--- src/rtl/lgr_pkg.sv ---
// Shared types and helpers for the Game of Life row engine.
package lgr_pkg;

	// Columns carried by one row beat
	localparam int unsigned ROW_BITS = 32;

	// Depth of the result queue and the highest fill level at which input is still accepted
	localparam int unsigned OUTQ_DEPTH = 4;
	localparam int unsigned OUTQ_PTR_W = $clog2(OUTQ_DEPTH);
	localparam int unsigned OUTQ_CNT_W = OUTQ_PTR_W + 1;
	localparam logic [OUTQ_CNT_W-1:0] OUTQ_ACCEPT_MAX = OUTQ_CNT_W'(OUTQ_DEPTH - 2);

	// Number of result beats one input row pushes
	localparam logic [1:0] PUSH_NONE = 2'd0;
	localparam logic [1:0] PUSH_ONE  = 2'd1;
	localparam logic [1:0] PUSH_TWO  = 2'd2;

	typedef struct packed {
		logic [ROW_BITS-1:0] row_cells;
		logic                last_row;
	} in_beat_t;

	typedef struct packed {
		logic [ROW_BITS-1:0] next_row;
		logic                last_out;
	} out_beat_t;

	// 3x3 neighborhood of one cell; bit 0 is the left column, bit 2 the right
	typedef struct packed {
		logic [2:0] above;
		logic [2:0] mid;
		logic [2:0] below;
	} nbhd_t;

	// Results handed from the row logic to the output queue
	typedef struct packed {
		logic [1:0] cnt;
		out_beat_t  beat0;
		out_beat_t  beat1;
	} push_t;

	// Mask of the columns that exist in a grid of the given width
	function automatic logic [ROW_BITS-1:0] lane_mask(input int unsigned lanes);
		logic [ROW_BITS-1:0] m;
		for (int unsigned i = 0; i < ROW_BITS; i++) begin
			m[i] = (i < lanes);
		end
		return m;
	endfunction

endpackage

--- src/rtl/lgr_cell.sv ---
// One lane: B3/S23 rule for a single cell from its 3x3 neighborhood.
module lgr_cell (
	input  lgr_pkg::nbhd_t nbhd,
	output logic           alive
);

	logic [3:0] n;

	// Live neighbor count, center excluded
	assign n = {3'b0, nbhd.above[0]} + {3'b0, nbhd.above[1]} + {3'b0, nbhd.above[2]}
		+ {3'b0, nbhd.mid[0]} + {3'b0, nbhd.mid[2]}
		+ {3'b0, nbhd.below[0]} + {3'b0, nbhd.below[1]} + {3'b0, nbhd.below[2]};

	assign alive = (n == 4'd3) || ((n == 4'd2) && nbhd.mid[1]);

endmodule

--- src/rtl/lgr_row.sv ---
// Row of cell lanes computing the next generation of one row; merges lane bits.
module lgr_row #(
	parameter int unsigned LANES = 32
) (
	input  logic [lgr_pkg::ROW_BITS-1:0] above,
	input  logic [lgr_pkg::ROW_BITS-1:0] mid,
	input  logic [lgr_pkg::ROW_BITS-1:0] below,
	output logic [lgr_pkg::ROW_BITS-1:0] res
);

	for (genvar c = 0; c < lgr_pkg::ROW_BITS; c++) begin : g_col
		if (c < LANES) begin : g_lane
			lgr_pkg::nbhd_t nb;
			logic           bit_alive;

			// Columns left of 0 and right of the last lane read as dead
			if (c > 0) begin : g_left
				assign nb.above[0] = above[c-1];
				assign nb.mid[0]   = mid[c-1];
				assign nb.below[0] = below[c-1];
			end else begin : g_left_edge
				assign nb.above[0] = 1'b0;
				assign nb.mid[0]   = 1'b0;
				assign nb.below[0] = 1'b0;
			end

			assign nb.above[1] = above[c];
			assign nb.mid[1]   = mid[c];
			assign nb.below[1] = below[c];

			if (c + 1 < LANES) begin : g_right
				assign nb.above[2] = above[c+1];
				assign nb.mid[2]   = mid[c+1];
				assign nb.below[2] = below[c+1];
			end else begin : g_right_edge
				assign nb.above[2] = 1'b0;
				assign nb.mid[2]   = 1'b0;
				assign nb.below[2] = 1'b0;
			end

			lgr_cell u_cell (
				.nbhd  (nb),
				.alive (bit_alive)
			);

			assign res[c] = bit_alive;
		end else begin : g_unused
			assign res[c] = 1'b0;
		end
	end

endmodule

--- src/rtl/lgr_outq.sv ---
// Small result queue: takes up to two beats per cycle, releases one when out_ready is high.
module lgr_outq (
	input  logic                clk,
	input  logic                arst_n,
	input  lgr_pkg::push_t      push,
	output logic                can_accept,
	output logic                out_valid,
	input  logic                out_ready,
	output lgr_pkg::out_beat_t  out_data
);

	lgr_pkg::out_beat_t                  entries_q [lgr_pkg::OUTQ_DEPTH];
	logic [lgr_pkg::OUTQ_PTR_W-1:0]      wr_ptr_q;
	logic [lgr_pkg::OUTQ_PTR_W-1:0]      rd_ptr_q;
	logic [lgr_pkg::OUTQ_CNT_W-1:0]      count_q;
	logic                                pop;
	logic [lgr_pkg::OUTQ_PTR_W-1:0]      wr_ptr_nxt;

	assign out_valid  = (count_q != '0);
	assign out_data   = entries_q[rd_ptr_q];
	assign pop        = out_valid && out_ready;
	// From the registered fill level only: room for two more beats whatever the output does this cycle
	assign can_accept = (count_q <= lgr_pkg::OUTQ_ACCEPT_MAX);
	assign wr_ptr_nxt = wr_ptr_q + lgr_pkg::OUTQ_PTR_W'(1);

	// Pointers and fill level
	always_ff @(posedge clk or negedge arst_n) begin
		if (!arst_n) begin
			wr_ptr_q <= '0;
			rd_ptr_q <= '0;
			count_q  <= '0;
		end else begin
			wr_ptr_q <= wr_ptr_q + lgr_pkg::OUTQ_PTR_W'(push.cnt);
			if (pop) begin
				rd_ptr_q <= rd_ptr_q + lgr_pkg::OUTQ_PTR_W'(1);
			end
			count_q <= count_q + lgr_pkg::OUTQ_CNT_W'(push.cnt)
				- lgr_pkg::OUTQ_CNT_W'(pop);
		end
	end

	// Entry storage
	always_ff @(posedge clk) begin
		if (push.cnt != lgr_pkg::PUSH_NONE) begin
			entries_q[wr_ptr_q] <= push.beat0;
		end
		if (push.cnt == lgr_pkg::PUSH_TWO) begin
			entries_q[wr_ptr_nxt] <= push.beat1;
		end
	end

endmodule

--- src/rtl/life_generation_row_engine_top.sv ---
// Top level of the Game of Life (B3/S23) row engine.
// One grid row enters per beat, top row first, the bottom row marked by last_row; the
// engine takes a row every clock cycle while the result queue has room. Each row's next
// generation is pushed into the result queue when the row below it enters, and the bottom
// row also releases its own result right behind it, so a grid of R rows yields R result beats.
// All cells of a row are worked out at once by one rule lane per column, so no loop limits
// the rate; a four-entry result queue decouples the output, and input stalls only while three
// or more results wait. Columns at GRID_WIDTH and above (or beyond 32) are treated as dead and come out zero.
module life_generation_row_engine_top #(
	parameter int unsigned GRID_WIDTH = 32
) (
	input  logic               clk,
	input  logic               arst_n,
	input  logic               in_valid,
	output logic               in_ready,
	input  lgr_pkg::in_beat_t  in_data,
	output logic               out_valid,
	input  logic               out_ready,
	output lgr_pkg::out_beat_t out_data
);

	localparam int unsigned LANES = (GRID_WIDTH > lgr_pkg::ROW_BITS) ?
		lgr_pkg::ROW_BITS : GRID_WIDTH;
	localparam logic [lgr_pkg::ROW_BITS-1:0] COL_MASK = lgr_pkg::lane_mask(LANES);

	logic [lgr_pkg::ROW_BITS-1:0] upper_q;
	logic [lgr_pkg::ROW_BITS-1:0] middle_q;
	logic                         have_row_q;
	logic [lgr_pkg::ROW_BITS-1:0] row;
	logic                         accept;
	logic [lgr_pkg::ROW_BITS-1:0] a_above;
	logic [lgr_pkg::ROW_BITS-1:0] a_mid;
	logic [lgr_pkg::ROW_BITS-1:0] a_below;
	logic [lgr_pkg::ROW_BITS-1:0] a_res;
	logic [lgr_pkg::ROW_BITS-1:0] b_res;
	lgr_pkg::push_t               push;

	assign row    = in_data.row_cells & COL_MASK;
	assign accept = in_valid && in_ready;

	// Result for the held middle row, or for a lone single-row grid
	assign a_above = have_row_q ? upper_q : '0;
	assign a_mid   = have_row_q ? middle_q : row;
	assign a_below = have_row_q ? row : '0;

	lgr_row #(.LANES(LANES)) u_row_a (
		.above (a_above),
		.mid   (a_mid),
		.below (a_below),
		.res   (a_res)
	);

	// Flush result for the bottom row itself
	lgr_row #(.LANES(LANES)) u_row_b (
		.above (middle_q),
		.mid   (row),
		.below ('0),
		.res   (b_res)
	);

	// Results pushed for this beat
	always_comb begin
		push.beat0.next_row = a_res;
		push.beat0.last_out = !have_row_q;
		push.beat1.next_row = b_res;
		push.beat1.last_out = 1'b1;
		push.cnt            = lgr_pkg::PUSH_NONE;
		if (accept) begin
			if (have_row_q && in_data.last_row) begin
				push.cnt = lgr_pkg::PUSH_TWO;
			end else if (have_row_q || in_data.last_row) begin
				push.cnt = lgr_pkg::PUSH_ONE;
			end
		end
	end

	// Row window: rows above and at the pending result
	always_ff @(posedge clk or negedge arst_n) begin
		if (!arst_n) begin
			upper_q    <= '0;
			middle_q   <= '0;
			have_row_q <= 1'b0;
		end else if (accept) begin
			if (in_data.last_row) begin
				upper_q    <= '0;
				middle_q   <= '0;
				have_row_q <= 1'b0;
			end else begin
				upper_q    <= have_row_q ? middle_q : '0;
				middle_q   <= row;
				have_row_q <= 1'b1;
			end
		end
	end

	lgr_outq u_outq (
		.clk        (clk),
		.arst_n     (arst_n),
		.push       (push),
		.can_accept (in_ready),
		.out_valid  (out_valid),
		.out_ready  (out_ready),
		.out_data   (out_data)
	);

endmodule

--- config.mk ---
export PLATFORM = sky130hd
export DESIGN_NAME = life_generation_row_engine_top
export DESIGN_NICKNAME = d
export VERILOG_FILES = /design/src/rtl/lgr_pkg.sv /design/src/rtl/lgr_cell.sv /design/src/rtl/lgr_row.sv /design/src/rtl/lgr_outq.sv /design/src/rtl/life_generation_row_engine_top.sv
export SDC_FILE = /design/constraint.sdc
export NUM_CORES = 1
export LEC_CHECK = 0
export ABC_AREA = 1
export ABC_CLOCK_PERIOD_IN_PS = 3950
export BUFFER_PORTS_ARGS = -buffer_cell sky130_fd_sc_hd__buf_2
export CAP_MARGIN = 0
export CORE_AREA = 3 3 246 151
export CTS_CLUSTER_SIZE = 12
export DETAILED_ROUTE_END_ITERATION = 7
export DIE_AREA = 0 0 249 154
export PLACE_DENSITY_LB_ADDON = 0.12
export SETUP_SLACK_MARGIN = 0.05
export SLEW_MARGIN = 20
export SYNTH_ARGS = -nofsm -noshare
export SYNTH_HDL_FRONTEND = slang
export SYNTH_SLANG_ARGS = --single-unit
--- constraint.sdc ---
create_clock -name clk -period 3.95 [get_ports clk]
set_input_delay 0 -clock clk [delete_from_list [all_inputs] [get_ports clk]]
set_output_delay 0 -clock clk [all_outputs]
set_load 0.005 [all_outputs]
# [Yosys cells after proc, flatten, opt, wreduce, memory -nomap -nowiden]
# Memories as Yosys holds them, arrays and structs flattened.
# Cells that the tools add are included.
[word_totals] ff_bits=72 word_cells=631 in_bits=37 memories=1 ramBits=132 out_inout_bits=35
[classes] n_lt_le_gt_ge=1 muxes=14 eq_ne=129 reduce_logical=135 add_sub_neg=345
[memory_table] memory="u_outq.entries_q" depth=4 width=33 rd=1 rd_ports_with_merged_regs=0 write_ports=2 line_no="lgr_outq.sv:12" rtl="lgr_pkg::out_beat_t entries_q [lgr_pkg::OUTQ_DEPTH];"
[op_table] op="$add 4x1->4" n=277
[op_table] op="$eq 4x2->1 const B" n=126
[op_table] op="$mux 32" n=6
[op_table] op="$add 1x1->2" n=62
[op_table] op="$logic_and 1x1->1" n=67
[op_table] op="$logic_or 1x1->1" n=65
[op_table] op="$eq 3x2->1 const B" n=2
[op_table] op="$mux 1" n=6
[op_table] op="$add 2x1->2 const B" n=2
[op_table] op="$mux 2" n=2
[op_table] op="$add 2x1->3" n=1
[op_table] op="$add 3x2->3" n=1
[op_table] op="$le 3x2->1 const B" n=1
[op_table] op="$reduce_bool 3->1" n=1
[op_table] op="$sub 3x1->3" n=1
[op_table] op="$add 2x2->2" n=1
[op_table] op="$eq 2x2->1 const B" n=1
[op_table] op="$reduce_bool 2->1" n=1
[op_table] op="$logic_not 1->1" n=1

# [Logic depth before layout (Yosys ltp)]
[depth] depth_word=11 ltp_mapped=22 mapped_depth_nobuf=19

# [Hierarchy]
# From an unflattened synthesis, not the netlist that was laid out.
[hier_totals] hier_cells=2946 area_unflattened_um2=22856.9
[modules_own_cells] mod="lgr_cell at u_row_a.g_col[0].g_lane.u_cell ..." n_inst=44 cells_per_inst=22 area_per_inst_um2=176.4 seq_area_each_um2=0.0
[modules_own_cells] mod="lgr_outq" n_inst=1 cells_per_inst=920 area_per_inst_um2=7465.9 seq_area_each_um2=4139.0
[modules_own_cells] mod="lgr_cell at u_row_a.g_col[4].g_lane.u_cell ..." n_inst=20 cells_per_inst=22 area_per_inst_um2=180.2 seq_area_each_um2=0.0
[modules_own_cells] mod="life_generation_row_engine_top" n_inst=1 cells_per_inst=552 area_per_inst_um2=3537.1 seq_area_each_um2=1626.6
[modules_own_cells] mod="lgr_row" n_inst=2 cells_per_inst=33 area_per_inst_um2=244.0 seq_area_each_um2=0.0

# [Worst setup path after synthesis]
# Ideal clock, no wire load.
[synth_timing] path_kind="register -> register" start="register have_row_q" end="memory u_outq.entries_q[1][31] in the netlist's numbering (data pin)" required_time_ns=3.798 period_less_slack_ns=3.978 stages_incl_launch_ff=20 setup_ns=0.152 path_buffers=4 setup_slack_ns=-0.028 arrival_time_ns=3.826 cell_sequence="dfrtp_1 -> buf_4 -> buf_6 -> buf_4 -> buf_2 -> nand2_1 -> inv_1 -> ha_1 -> inv_1 -> fa_1 -> inv_1 -> fa_1 -> inv_1 -> fa_1 -> fa_1 -> nor2_1 -> o21ai_0 -> nand2_1 -> nand3_1 -> o21ai_0"
[synth_rtl] element="start: declaration" line_no="life_generation_row_engine_top.sv:28" rtl="logic have_row_q;"
[synth_rtl] element="start signal: assignment" line_no="life_generation_row_engine_top.sv:82" rtl="have_row_q <= 1'b0;"
[synth_rtl] element="start signal: assignment" line_no="life_generation_row_engine_top.sv:87" rtl="have_row_q <= 1'b0;"
[synth_rtl] element="start signal: assignment" line_no="life_generation_row_engine_top.sv:91" rtl="have_row_q <= 1'b1;"
[synth_rtl] element="end: declaration" line_no="lgr_outq.sv:12"

==> flow_summary.toml <==
[routing]
ant_nets = 0
dr.first_iter.drc_count = 1241
routed_wl_um = 51800
wl_per_cell_um = 18.1
via_per_inst = 5.41
drtPass1Iterations = 7
vias = 15500
drc = 0

[final_layout]
final_nets = 2741
fin_area_mm2 = 0.0211
antennaDiodeCount = 0
syn_to_final_growth_pct = 13.5
drive_above_1_share = 0.121
final_core_util = 0.603

[placement]
dp_worst_setup_slack_ns = -0.0545
gp_congestion = 0.866
placed_area_mm2 = 0.0196
hpwlAfterDp_um = 38400
port_buffers = 71

[timing]
hold-worst-slack_ns = 0.00890
rsz0062_at_grt = "yes"
setup_slack_ns = 0.0771
finalCritPeriodShare = 0.980
max_slew.worst_pin.slew_ns = 1.01
skew_ns = 0.0136
max_slew_margin = 0.326
final.min_clock_period_ns = 3.87
max_clock_freq_mhz = 258
finalSetupViolations = 0
finalHoldViolations = 0
drv_slew = 0

[clocking]
tritoncts = "built"
clkTransAtPathRegs_ns = 0.07
worstSkewPairLatency_ns = 0.53
cts_htree_levels = 1
numCtsBuffers = 22
clock-root-buffer = "clkbuf_16"
cts_sinks = 204
clk_path_buf_depth = 3

[synth]
synth_nets = 2628
ys_top_cells_by_count = "nand2_1 (497), inv_1 (477), nor2_1 (237)"
synth_edf_count = 128
syn_area_per_cell_um2 = 8.19
ys_types = 35
synth-seq-cells = 204
yosys-top-cells-area = "edfxtp_1 (21%), fa_1 (17%), ha_1 (11%)"
ys.flop_type = "edfxtp_1"
syn-instance-count = 2268
yosysMostFrequentCell = "nand2_1"
synth_area_leader_cell = "edfxtp_1"
synth_top_area_frac = 0.207
yosysWarnings = 0
async_reset_ff_frac = 0.353
synth_area_mm2 = 0.0186
ys_seq_area_frac = 0.308

[setup_path]
start_kind = "flip-flop"
critical_path_required_ns = 4.24
endpoint_kind = "flip-flop"
worstPathMaxFanout = 25
arrival_ns = 4.16
worstSetupPathType = "reg2reg"

[power]
power_uw = 16300
switching_power_uw = 8350
pwr-share-comb = 0.684
powerDensity_mw_per_mm2 = 772
netSwitchingFraction = 0.514
clockPowerShare = 0.128
leakagePower_uw = 0.0108
peakVddDrop_v = 0.000388
intPower_uw = 7910
p_seq_frac = 0.188

[global_route]
grt.total_usage = 0.274
grt_pass1_vias = 15800
grt_max_degree = 69
grt_pass1_wl_um = 83900
antenna_found_initial = 0
overflow = 0

[floorplan]
rows = 53
fp.dieW_um = 249
fp.coreArea_mm2 = 0.0349
initial_core_util = 0.531
die_h_um = 154
boundaryPins = 72
die_area_mm2 = 0.0383

[run]
drv_cap = 0

[worst_hold_path]
hold_path_class = "in2async"

[run_status]
status = "finished, final reports clean"
[per-stage QoR]
stage | instances | setup TNS, ns
final | 2864 | 0
after global routing | 2864 | -1.72
after CTS | 2861 | 0
after detailed placement | 2785 | -0.159
after global placement | 2785 | -0.0173
after floorplan | 2268 | 0
[layout make-up]
| type | instances | area (um2) |
|---|---|---|
| Fill cell | 3086 | 13900 |
| Multi-Input combinational cell | 1506 | 11100 |
| Sequential cell | 204 | 5730 |
| Inverter | 485 | 1820 |
| Timing Repair Buffer | 162 | 1180 |
| Clock buffer | 34 | 627 |
| Tap cell | 467 | 584 |
| Clock inverter | 6 | 55.1 |
[power groups by stage]
stage / sequential [uW] / combinational, uW / clock [uW]
4_1_cts: 3040 / 10700 / 2100
3_5_place_dp: 3080 / 10500 / 0
6_report: 3060 / 11100 / 2080
3_3_place_gp: 3070 / 9930 / 0
2_1_floorplan: 2980 / 7110 / 0
5_1_grt: 3110 / 12700 / 2190
[placed cells by master (no fill, tap or decap), types with 9 or more instances in the layout]
cell | netlist | layout
o21a_1 | 13 | 13
o21bai_1 | 18 | 18
nand3_1 | 38 | 22
xnor2_1 | 18 | 18
a21oi_1 | 22 | 15
inv_1 | 477 | 472
o21ai_1 | 17 | 30
dfrtp_1 | 72 | 70
dlygate4sd3_1 | 0 | 36
nand3_2 | 0 | 13
o21ai_2 | 0 | 15
nor2_4 | 2 | 9
or2_2 | 9 | 9
o22ai_1 | 99 | 99
fa_2 | 0 | 20
a31oi_1 | 14 | 9
inv_2 | 8 | 12
clkbuf_16 | 0 | 23
ha_1 | 164 | 163
o21ai_0 | 173 | 145
clkbuf_1 | 27 | 10
edfxtp_1 | 128 | 128
buf_4 | 11 | 52
nand2_1 | 497 | 469
nor2_1 | 237 | 223
buf_2 | 28 | 70
nand2_2 | 3 | 26
fa_1 | 159 | 139
[worst max-delay path, stage by stage (launching register included)]
cell,delay (ns)
dfrtp_4,0.47
buf_12,0.20
nand2_2,0.13
nand2_1,0.08
o21ai_0,0.12
or2_2,0.32
nand2_1,0.06
inv_1,0.04
ha_1,0.28
fa_1,0.49
inv_1,0.06
fa_1,0.46
fa_1,0.41
a31oi_1,0.27
nor2_4,0.09
nand2_1,0.07
nand2_1,0.06
[final timing paths]
kind,from,to,slack [ns],depth (start not counted)
worst max-delay path,have_row_q,u_outq.entries_q[0][13],0.08,16
worst min-delay path,arst_n,middle_q[4],0.009,2
worst max register to register,have_row_q,u_outq.entries_q[0][13],0.08,16
worst min register to register,u_outq.entries_q[2][0],u_outq.entries_q[2][0],0.49,2
max in group asynchronous,arst_n,have_row_q,2.94,3
min in group clk,in_data[0],u_outq.wr_ptr_q[1],0.07,4
[kinds of logic (layout without fill, tap and decap cells)]
kind of cell,after synthesis,in the layout,share of synthesized area
flops,204,204,0.308
compound gates,362,362,0.110
xor+xnor,25,25,0.0118
buf+inv,558,687,0.119
simple gates,796,796,0.168
fa+ha+maj,323,323,0.282
[state kept, by name, indices dropped and copies added (netlist names)]
| signal | cells |
|---|---|
| u_outq.wr_ptr_q | 2 |
| middle_q | 32 |
| u_outq.count_q | 3 |
| u_outq.entries_q | 132 |
| upper_q | 32 |
| u_outq.rd_ptr_q | 2 |
| have_row_q | 1 |
[repair_timing]
item / CTS / global route
resized for setup: 20 / 131
pin swaps: 0 / 9
setup buffers: 0 / 3
hold buffers: 36 / 0
endpoints found under the setup margin: 45 / 115
hold endpoints to repair: 74 / 0
[metal layers]
metal / GRT usage / vias up / share of wire
li1: - / 7367 / -
met1: 0.380 / 7464 / 0.43
met2: 0.447 / 566 / 0.46
met3: 0.0421 / 88 / 0.078
met4: 0.0810 / 0 / 0.032
met5: 0 / - / 0
(Power assumes the default switching activity.)
